<file path="src/design/afrg_pkg.sv">
`default_nettype none
// ----------------------------------------------------------------------------
// afrg_pkg
// Shared types and constants of the AV1 OBU to RTP payload fragmenter.
// ----------------------------------------------------------------------------
package afrg_pkg;

	// Largest OBU length honored; longer lengths are clamped to this.
	localparam int unsigned MAX_OBU_BYTES = 1048575;

	// Configuration register reset value, and the smallest payload size honored
	localparam logic [15:0] MAX_PAYLOAD_RST = 16'd1420;
	localparam logic [15:0] MIN_PAYLOAD     = 16'd2;

	// Aggregation header bits
	localparam logic [7:0] HDR_W1 = 8'h10;
	localparam logic [7:0] HDR_N  = 8'h08;
	localparam logic [7:0] HDR_Y  = 8'h40;
	localparam logic [7:0] HDR_Z  = 8'h80;

	// OBU type of a sequence header (sets N on the first chunk)
	localparam logic [3:0] OBU_TYPE_SEQ_HDR = 4'h1;

	// Configuration register indexes
	localparam logic REG_MAX_PAYLOAD = 1'b0;
	localparam logic REG_PASSTHROUGH = 1'b1;

	typedef struct packed {
		logic [7:0]  data_byte;
		logic [19:0] obu_length;
		logic        frame_marker;
	} item_t;

	typedef struct packed {
		logic [7:0] out_byte;
		logic       packet_start;
		logic       packet_end;
		logic       marker;
		logic       run_last;
	} result_t;

	typedef struct packed {
		logic [15:0] max_payload;
		logic        passthrough_mode;
	} cfg_t;

endpackage
`default_nettype wire

</file>
<file path="src/design/av1_obu_rtp_fragmenter.sv">
`default_nettype none
// An accepted byte passes the input register and then the output register.
// Throughput: one byte per cycle while the output is not stalled; a byte that opens
//   a chunk also needs a header beat ahead of its data beat, both sharing the output register.
// Reset (arst_n low): pipeline emptied, OBU offset and chunk fill cleared,
//   max_payload = 1420, passthrough_mode = 0.
// ----------------------------------------------------------------------------
// av1_obu_rtp_fragmenter
// Cuts an AV1 OBU byte stream into RTP payloads with aggregation headers.
// ----------------------------------------------------------------------------
module av1_obu_rtp_fragmenter (
	input  wire logic        clk,
	input  wire logic        arst_n,
	// Input byte stream
	input  wire logic        s_tvalid,
	output logic             s_tready,
	input  wire logic [31:0] s_tdata,  // [7:0] data_byte, [27:8] obu_length, [31:28] zero
	input  wire logic        s_tlast,  // frame_marker
	// Payload byte stream
	output logic             m_tvalid,
	input  wire logic        m_tready,
	output logic [7:0]       m_tdata,  // [7:0] out_byte
	output logic             m_tlast,  // packet_end
	output logic [2:0]       m_tuser,  // [0] packet_start, [1] marker, [2] run_last
	// Configuration
	input  wire logic        psel,
	input  wire logic        penable,
	input  wire logic        pwrite,
	input  wire logic [2:0]  paddr,
	input  wire logic [31:0] pwdata,
	output logic [31:0]      prdata,
	output logic             pready
);

	afrg_pkg::cfg_t    cfg_q;
	afrg_pkg::item_t   in_item;
	afrg_pkg::item_t   item;
	afrg_pkg::result_t res;
	afrg_pkg::result_t out_res_q;
	logic              item_valid;
	logic              take;
	logic              res_valid;
	logic              adv;
	logic              out_valid_q;

	// Configuration registers: word index in paddr[2]
	assign pready = 1'b1;

	always_ff @(posedge clk or negedge arst_n) begin
		if (!arst_n) begin
			cfg_q.max_payload      <= afrg_pkg::MAX_PAYLOAD_RST;
			cfg_q.passthrough_mode <= 1'b0;
		end else if (psel && penable && pwrite && pready) begin
			unique case (paddr[2])
				afrg_pkg::REG_MAX_PAYLOAD: cfg_q.max_payload      <= pwdata[15:0];
				afrg_pkg::REG_PASSTHROUGH: cfg_q.passthrough_mode <= pwdata[0];
				default: ;
			endcase
		end
	end

	always_comb begin
		unique case (paddr[2])
			afrg_pkg::REG_MAX_PAYLOAD: prdata = {16'd0, cfg_q.max_payload};
			afrg_pkg::REG_PASSTHROUGH: prdata = {31'd0, cfg_q.passthrough_mode};
			default:                   prdata = 32'd0;
		endcase
	end

	// Unpack the input beat
	assign in_item.data_byte    = s_tdata[7:0];
	assign in_item.obu_length   = s_tdata[27:8];
	assign in_item.frame_marker = s_tlast;

	// Hold the accepted byte until its data beat leaves
	afrg_in_reg u_in_reg (
		.clk        (clk),
		.arst_n     (arst_n),
		.in_valid   (s_tvalid),
		.in_ready   (s_tready),
		.in_item    (in_item),
		.take       (take),
		.item_valid (item_valid),
		.item       (item)
	);

	// Form the header or data beat and advance the chunk state
	afrg_emit u_emit (
		.clk        (clk),
		.arst_n     (arst_n),
		.cfg        (cfg_q),
		.item_valid (item_valid),
		.item       (item),
		.adv        (adv),
		.res_valid  (res_valid),
		.res        (res),
		.take       (take)
	);

	// Output register: load whenever empty or being drained
	assign adv = !out_valid_q || m_tready;

	always_ff @(posedge clk or negedge arst_n) begin
		if (!arst_n) begin
			out_valid_q <= 1'b0;
		end else if (adv) begin
			out_valid_q <= res_valid;
		end
	end

	always_ff @(posedge clk) begin
		if (adv && res_valid) begin
			out_res_q <= res;
		end
	end

	assign m_tvalid = out_valid_q;
	assign m_tdata  = out_res_q.out_byte;
	assign m_tlast  = out_res_q.packet_end;
	assign m_tuser  = {out_res_q.run_last, out_res_q.marker, out_res_q.packet_start};

endmodule
`default_nettype wire

</file>
<file path="src/design/afrg_in_reg.sv">
`default_nettype none
// ----------------------------------------------------------------------------
// afrg_in_reg
// Input register: holds one accepted byte until its data beat is emitted.
// ----------------------------------------------------------------------------
module afrg_in_reg (
	input  wire logic            clk,
	input  wire logic            arst_n,
	input  wire logic            in_valid,
	output logic                 in_ready,
	input  wire afrg_pkg::item_t in_item,
	input  wire logic            take,
	output logic                 item_valid,
	output afrg_pkg::item_t      item
);

	logic            valid_s1;
	afrg_pkg::item_t item_s1;

	// Refill in the same cycle the held byte leaves
	assign in_ready   = !valid_s1 || take;
	assign item_valid = valid_s1;
	assign item       = item_s1;

	always_ff @(posedge clk or negedge arst_n) begin
		if (!arst_n) begin
			valid_s1 <= 1'b0;
		end else if (in_valid && in_ready) begin
			valid_s1 <= 1'b1;
		end else if (take) begin
			valid_s1 <= 1'b0;
		end
	end

	always_ff @(posedge clk) begin
		if (in_valid && in_ready) begin
			item_s1 <= in_item;
		end
	end

endmodule
`default_nettype wire

</file>
<file path="src/design/afrg_emit.sv">
`default_nettype none
// ----------------------------------------------------------------------------
// afrg_emit
// Chunk state and results: header then data beat, data only in passthrough.
// ----------------------------------------------------------------------------
module afrg_emit (
	input  wire logic              clk,
	input  wire logic              arst_n,
	input  wire afrg_pkg::cfg_t    cfg,
	input  wire logic              item_valid,
	input  wire afrg_pkg::item_t   item,
	input  wire logic              adv,
	output logic                   res_valid,
	output afrg_pkg::result_t      res,
	output logic                   take
);

	logic [19:0] obu_offset_q;
	logic [15:0] chunk_fill_q;
	logic        hdr_sent_q;

	logic [19:0] len;
	logic        obu_end;
	logic [15:0] cap;
	logic [19:0] remaining;
	logic        tail_chunk;
	logic        pkt_end;
	logic        need_hdr;
	logic [7:0]  hdr;

	always_comb begin
		if (item.obu_length == 20'd0) begin
			len = 20'd1;
		end else if (32'(item.obu_length) > afrg_pkg::MAX_OBU_BYTES) begin
			len = 20'(afrg_pkg::MAX_OBU_BYTES);
		end else begin
			len = item.obu_length;
		end
	end

	assign obu_end = ({1'b0, obu_offset_q} + 21'd1) >= {1'b0, len};

	assign cap = ((cfg.max_payload < afrg_pkg::MIN_PAYLOAD) ?
		afrg_pkg::MIN_PAYLOAD : cfg.max_payload) - 16'd1;

	assign remaining  = (len > obu_offset_q) ? (len - obu_offset_q) : 20'd1;
	assign tail_chunk = remaining <= {4'd0, cap};
	assign pkt_end    = obu_end || (({1'b0, chunk_fill_q} + 17'd1) >= {1'b0, cap});
	assign need_hdr   = !cfg.passthrough_mode && (chunk_fill_q == 16'd0) && !hdr_sent_q;

	always_comb begin
		hdr = afrg_pkg::HDR_W1;
		if (obu_offset_q != 20'd0) begin
			hdr = hdr | afrg_pkg::HDR_Z;
		end
		if (!tail_chunk) begin
			hdr = hdr | afrg_pkg::HDR_Y;
		end
		if (obu_offset_q == 20'd0 && item.data_byte[6:3] == afrg_pkg::OBU_TYPE_SEQ_HDR) begin
			hdr = hdr | afrg_pkg::HDR_N;
		end
	end

	always_comb begin
		res = '0;
		if (cfg.passthrough_mode) begin
			res.out_byte     = item.data_byte;
			res.packet_start = obu_offset_q == 20'd0;
			res.packet_end   = obu_end;
			res.marker       = obu_end && item.frame_marker;
			res.run_last     = 1'b1;
		end else if (need_hdr) begin
			res.out_byte     = hdr;
			res.packet_start = 1'b1;
		end else begin
			res.out_byte   = item.data_byte;
			res.packet_end = pkt_end;
			res.marker     = pkt_end && obu_end;
			res.run_last   = 1'b1;
		end
	end

	assign res_valid = item_valid;
	assign take      = item_valid && adv && !need_hdr;

	always_ff @(posedge clk or negedge arst_n) begin
		if (!arst_n) begin
			obu_offset_q <= '0;
			chunk_fill_q <= '0;
			hdr_sent_q   <= 1'b0;
		end else if (item_valid && adv) begin
			if (need_hdr) begin
				hdr_sent_q <= 1'b1;
			end else begin
				hdr_sent_q   <= 1'b0;
				obu_offset_q <= obu_end ? 20'd0 : obu_offset_q + 20'd1;
				if (cfg.passthrough_mode || pkt_end) begin
					chunk_fill_q <= 16'd0;
				end else begin
					chunk_fill_q <= chunk_fill_q + 16'd1;
				end
			end
		end
	end

endmodule
`default_nettype wire

</file>
<file path="config.mk">
export PLATFORM = sky130hd
export DESIGN_NAME = av1_obu_rtp_fragmenter
export DESIGN_NICKNAME = d
export VERILOG_FILES = /design/src/design/afrg_pkg.sv /design/src/design/av1_obu_rtp_fragmenter.sv /design/src/design/afrg_in_reg.sv /design/src/design/afrg_emit.sv
export SDC_FILE = /design/constraint.sdc
export NUM_CORES = 1
export LEC_CHECK = 0
export ABC_AREA = 1
export BUFFER_PORTS_ARGS = -buffer_cell sky130_fd_sc_hd__buf_4
export CAP_MARGIN = 20
export CORE_ASPECT_RATIO = 0.75
export CORE_MARGIN = 1
export CORE_UTILIZATION = 50
export DETAILED_ROUTE_END_ITERATION = 10
export PLACE_DENSITY_LB_ADDON = 0.25
export RECOVER_POWER = 100
export SLEW_MARGIN = 20
export SYNTH_ARGS = -nofsm -noshare
export SYNTH_HDL_FRONTEND = slang
export SYNTH_SLANG_ARGS = --single-unit
</file>
<file path="constraint.sdc">
create_clock -name clk -period 6.65 [get_ports clk]
set_input_delay 0 -clock clk [delete_from_list [all_inputs] [get_ports clk]]
set_output_delay 0 -clock clk [all_outputs]
set_load 0.1 [all_outputs]
</file>
==> results_dict.tcl, run 1 <==
set metrics [dict create \
    status "complete, but fails checks" \
    violations "max-capacitance violations, max-slew violations" \
    dominantRegCellSynth "dfrtp_1" \
    diodes 0 \
    max_slew.worst_pin.slew_ns 3.25 \
    die_w_um 147 \
    drt_iter0_drc 600 \
    rr_startpoint "cfg_q[0]" \
    r2r_cells 8 \
    gp_congestion 0.900 \
    cts_inserted_buffers 9 \
    wl_per_cell_um 14.2 \
    routed_wirelength_mm 19.5 \
    fmax_mhz 210 \
    cts_tree "yes" \
    antenna_found_initial 0 \
    dp_cells 1309 \
    die_h_um 111 \
    hpwl_mm 15.0 \
    synthTopCellsByCount "218 x nand2_1, 160 x inv_1, 135 x nor2_1" \
    postCtsSetupBuffers 0 \
    period_needed_ns 4.76 \
    grt_pass1_wl_mm 31.3 \
    cp_max_fo 36 \
    yosys-top-cells-area "dfrtp_1 16%, edfxtp_1 16%, ha_1 12%" \
    cp-endpoint "u_in_reg.item[10]" \
    worstPathRequired_ns 6.61 \
    cts.sinks 97 \
    hold_violations 0 \
    synth_top_area_share_pct 16.2 \
    power_density_nw_per_um2 372 \
    seq_area_frac_synth_pct 33.5 \
    finalSetupViolCount 0 \
    grt_max_degree 57 \
    rows 39 \
    hp-class "input pin to flop" \
    slew_headroom_pct -116 \
    syn_to_final_growth_pct 15.4 \
    startpoint "cfg_q[0]" \
    maxCapViolations 4 \
    clock_skew_ns 0.00627 \
    min_period_over_period_pct 71.7 \
    ys_types 47 \
    final_cells 1374 \
    yosys_warnings 0 \
    nets 1317 \
    r2r-end "u_in_reg.item[10]" \
    avgSynthCellArea_um2 7.45 \
    yosysTopAreaCell "dfrtp_1" \
    drcViolationCount 0 \
    gr-usage-all-layers_pct 24.4 \
    final_antenna_net_count 0 \
    clkLatencyLatePin_ns 0.36 \
    synth.most_common_cell "nand2_1" \
    core-area_um2 15300 \
    syn_inst 1057 \
    synth_edf_count 41 \
    h-tree-depth 3 \
    synth_area_um2 7880 \
    num_io_pins 122 \
    vias 7165 \
    dieArea_um2 16300 \
    start_kind "flop" \
    cp.arrival_ns 4.73 \
    endpoint_kind "flop" \
    critical_path_class "flop to flop" \
    viasPerCell 5.21 \
    drive_above_1_share_pct 7.96 \
    clk_pin_slew_ns 0.08 \
    p_leak_nw 4.49 \
    cts_buffer_depth 2 \
    ys_ff_latch 97 \
    cts-root-buf "clkbuf_16" \
    rsz0062_at_grt "false" \
    ir_worst_vdd_mv 0.199 \
    finalMaxSlewViolations 130 \
    first_pass_iters 5 \
    setup_tns_ns 0 \
    grt.overflow.total 0 \
    grt_pass1_vias 6308 \
    worst-r2r-setup-slack_ns 1.89 \
    async_flop_share_pct 57.7 \
    io_buffers 82 \
    start_util_pct 51.4 \
]
where the power goes:
group	switching, W	total [W]	leakage, nW	internal [W]
sequential	0.000105	0.000891	1.10	0.000785
clock	0.000269	0.000538	0.150	0.000269
combinational	0.00139	0.00196	3.23	0.000566
total	0.00177	0.00339	4.49	0.00162
worst min-delay path by stage:
stage	start	end	slack, ns	cells after the start
CTS	arst_n	u_emit.chunk_fill_q[10]	0.28	2
global route	s_tdata[14]	u_in_reg.item[7]	0.36	2
global placement	arst_n	u_emit.chunk_fill_q[9]	0.12	1
detailed placement	arst_n	u_emit.chunk_fill_q[7]	0.12	1
floorplan	arst_n	cfg_q[0]	-0.30	0
finish	s_tdata[14]	u_in_reg.item[7]	0.37	2
final cells by class:
| type | instances | area (um^2) |
|---|---|---|
| Clock buffer | 9 | 225 |
| Clock inverter | 7 | 81.3 |
| Fill cell | 1488 | 6230 |
| Inverter | 164 | 618 |
| Multi-Input combinational cell | 761 | 4290 |
| Sequential cell | 97 | 2640 |
| Tap cell | 205 | 256 |
| Timing Repair Buffer | 131 | 982 |
metal layers:
| layer | GRT usage, % | up-vias | share of wire (%) |
|---|---|---|---|
| met5 | 0 | - | 0 |
| met4 | 5.09 | 0 | 0.78 |
| met3 | 4.81 | 14 | 8.0 |
| met2 | 34.1 | 235 | 41 |
| met1 | 38.2 | 3286 | 50 |
| li1 | - | 3630 | - |
worst max-delay path, stage by stage, from the launching register on:
cell     delay (ns)
dfrtp_1        0.38
inv_1          0.30
nand3_1        0.19
nor3_1         0.07
nand2_1        0.25
inv_1          0.22
nor2_1         1.19
inv_4          0.42
a21oi_2        1.32
state kept, by name (all words and copies together) (netlist names):
register             flops
u_emit.chunk_fill_q     16
cfg_q                   17
m_tuser                  3
u_in_reg.item_valid      1
m_tvalid                 1
u_emit.obu_offset_q     20
m_tdata                  8
u_emit.hdr_sent_q        1
u_in_reg.item           29
m_tlast                  1
per-stage QoR:
step | total power [W] | setup slack (ns) | util, % | instance area [um^2] | hold WS, ns
6_report | 0.00339 | 1.89 | 59.3 | 9090 | 0.366
5_1_grt | 0.00365 | 1.40 | 59.3 | 9090 | 0.362
4_1_cts | 0.00344 | 2.08 | 60.6 | 9290 | 0.277
3_5_place_dp | 0.00286 | 2.10 | 55.4 | 8490 | 0.119
3_3_place_gp | 0.00283 | 2.24 | 55.4 | 8490 | 0.120
2_1_floorplan | 0.00246 | 3.11 | - | 7940 | -0.296
kinds of logic after synthesis:
family                     Yosys count  synth area share, %
adders and majority gates           78                 12.5
buffers and inverters              214                 12.0
other                                2               0.0953
AOI/OAI and AO/OA                  126                 8.46
xor gates and xnor gates            44                 4.89
and+or+nand+nor                    496                 28.6
DFF                                 97                 33.5
cells in the final DEF, fill, tap and decap left out, types with 21 or more instances in the layout:
cell type / instances
inv_1: 161
o21ai_0: 42
edfxtp_1: 41
buf_4: 21
ha_1: 77
clkbuf_1: 33
dlygate4sd3_1: 49
clkbuf_4: 28
a21oi_1: 67
dfrtp_1: 51
nor2_1: 138
nand2_1: 219
nand4_1: 34
xor2_1: 37
nand3_1: 48
repair_timing:
action	4_1_cts	5_1_grt
gates resized for setup	0	0
hold endpoints to repair	99	0
hold buffers	49	0
(Power assumes the default switching activity.)
==> run 2, diff against run 1 <==
Clock period 6.65 ns to 4.44 ns, I/O delays scaled along.
==> run 2 against run 1 <==
Effect of this change:
- the run still ends with max-capacitance violations, max-slew violations left
- largest power group unchanged
- sequential power increased by 49%
- global-route usage rose by 0.68 points
- via count grew 0.17%
- critical path type unchanged
- first-iteration DRC count rose by 0.17%
- utilization rose by 1.1 points
==> results_dict.tcl, run 2 (synthesis results as in run 1) <==
set metrics [dict create \
    status "complete, but fails checks" \
    violations "max-capacitance violations, max-slew violations" \
    p_leak_nw 4.59 \
    cts_tree "yes" \
    cp_slowest_cell "fa_1" \
    slew_headroom_pct -115 \
    clock_skew_ns 0.0116 \
    num_io_pins 122 \
    n_fill_cell 1436 \
    grt_pass1_vias 6428 \
    final_util_pct 60.5 \
    crit_chain "nor4_1, nand2_1, inv_1, a31oi_1, ha_1, inv_1, fa_1, nand2_1, inv_1, nand2_1, nand2_1, a21oi_2, o21ai_0, buf_4, a31oi_1, xor2_1, nor2_1, ha_1, nand2_1, nor2_1, a211oi_1, nand2_1, a21oi_2, a21oi_1" \
    maxCapViolations 1 \
    final_antenna_net_count 0 \
    cp_max_fo 5 \
    core-area_um2 15300 \
    start_util_pct 51.4 \
    syn_to_final_growth_pct 17.6 \
    seq_area_um2 2640 \
    max_slew.worst_pin.slew_ns 3.22 \
    cts_inserted_buffers 9 \
    postLayoutCellArea_um2 9260 \
    clk_pin_slew_ns 0.08 \
    wl_per_cell_um 14.4 \
    grt.overflow.total 0 \
    worstPathRequired_ns 4.54 \
    postPlaceCellArea_um2 8610 \
    finalSetupViolCount 0 \
    gr-usage-all-layers_pct 25.0 \
    critPathMaxStageDelay_ns 0.42 \
    grtUsageMet2_pct 35.5 \
    die_h_um 111 \
    finalMaxSlewViolations 57 \
    drcViolationCount 0 \
    dieArea_um2 16300 \
    diodes 0 \
    gp_congestion 0.909 \
    period_needed_ns 4.15 \
    grt_pass1_wl_mm 32.1 \
    grt_max_degree 57 \
    min_period_over_period_pct 93.4 \
    ir_worst_vdd_mv 0.265 \
    nets 1335 \
    largest_reg_flops 29 \
    grtUsageMet3_pct 3.54 \
    drt_iter0_drc 601 \
    final_common_cell "nand2_1" \
    rsz0062_at_grt "false" \
    dp_cells 1325 \
    power_w 0.00519 \
    h-tree-depth 3 \
    hpwl_mm 15.3 \
    cp.arrival_ns 4.25 \
    met1_usage_pct 39.4 \
    hp-class "input pin to flop" \
    fmax_mhz 241 \
    die_w_um 147 \
    cts-root-buf "clkbuf_16" \
    power_density_nw_per_um2 560 \
    start_kind "flop" \
    viasPerCell 5.16 \
    first_pass_iters 5 \
    vias 7177 \
    antenna_found_initial 0 \
    critical_path_class "flop to flop" \
    final_cells 1392 \
    rows 39 \
    endpoint_kind "flop" \
    setup_tns_ns 0 \
    routed_wirelength_mm 20.0 \
    clkLatencyLatePin_ns 0.36 \
    cts_buffer_depth 2 \
    io_buffers 82 \
    top_usage_layer "met1" \
    cts.sinks 97 \
    multi_input_area_um2 4310 \
    crit_path_frequent_cell "nand2_1" \
    final_cell_mix "218 x nand2_1, 161 x inv_1, 136 x nor2_1" \
    drive_above_1_share_pct 9.94 \
    hold_violations 0 \
]
## run 2: path summary, 6_finish.rpt
path	endpoint	cells past startpoint	slack, ns	start
setup reg to reg	m_tdata[6]	24	0.29	u_in_reg.item[11]
hold reg to reg	u_emit.chunk_fill_q[11]	2	0.52	u_emit.chunk_fill_q[11]
hold / removal	u_in_reg.item[1]	2	0.37	s_tdata[8]
max in group asynchronous	u_emit.obu_offset_q[16]	2	1.38	arst_n
setup / recovery	m_tdata[6]	24	0.29	u_in_reg.item[11]
min in group asynchronous	u_emit.chunk_fill_q[9]	2	1.25	arst_n
## run 2: power by group
| part | internal (W) | switching, W |
|---|---|---|
| sequential | 0.00117 | 0.000155 |
| clock | 0.000402 | 0.000404 |
| combinational | 0.000925 | 0.00213 |
## run 2: timing repair
item / 4_1_cts / 5_1_grt
endpoints found under the setup margin: 0 / 7
hold endpoints to repair: 99 / 0
buffers inserted: 0 / 2
hold buffers: 49 / 0
resized for setup: 0 / 3
## run 2: metrics by stage
stage	worst slack (ns)	hold slack (ns)
after global placement	0.348	0.115
after global routing	0.00776	0.369
final	0.295	0.373
after floorplan	0.901	-0.296
after CTS	0.255	0.279
after detailed placement	0.289	0.120
## run 2: worst max-delay path, delay by kind of cell (launching register included)
| family | cells | cell delay, ns |
|---|---|---|
| XOR/XNOR | 1 | 0.21 |
| flip-flops | 1 | 0.41 |
| buffers and inverters | 4 | 0.34 |
| adder cells (fa/ha/maj) | 3 | 0.93 |
| AND/OR/NAND/NOR | 9 | 0.80 |
| AO/OA/AOI/OAI | 7 | 1.20 |
## run 2: area by class of cell
class,count,share of cell area (%)
Clock buffer,9,2.43
Tap cell,205,2.77
Clock inverter,7,0.878
Sequential cell,97,28.5
Multi-Input combinational cell,761,46.6
Timing Repair Buffer,149,12.2
Inverter,164,6.65
## run 2: layer usage
layer,up-vias,wire [um]
met5,-,0
met1,3274,10300
met4,0,238
met3,25,1330
met2,230,8170
li1,3648,-
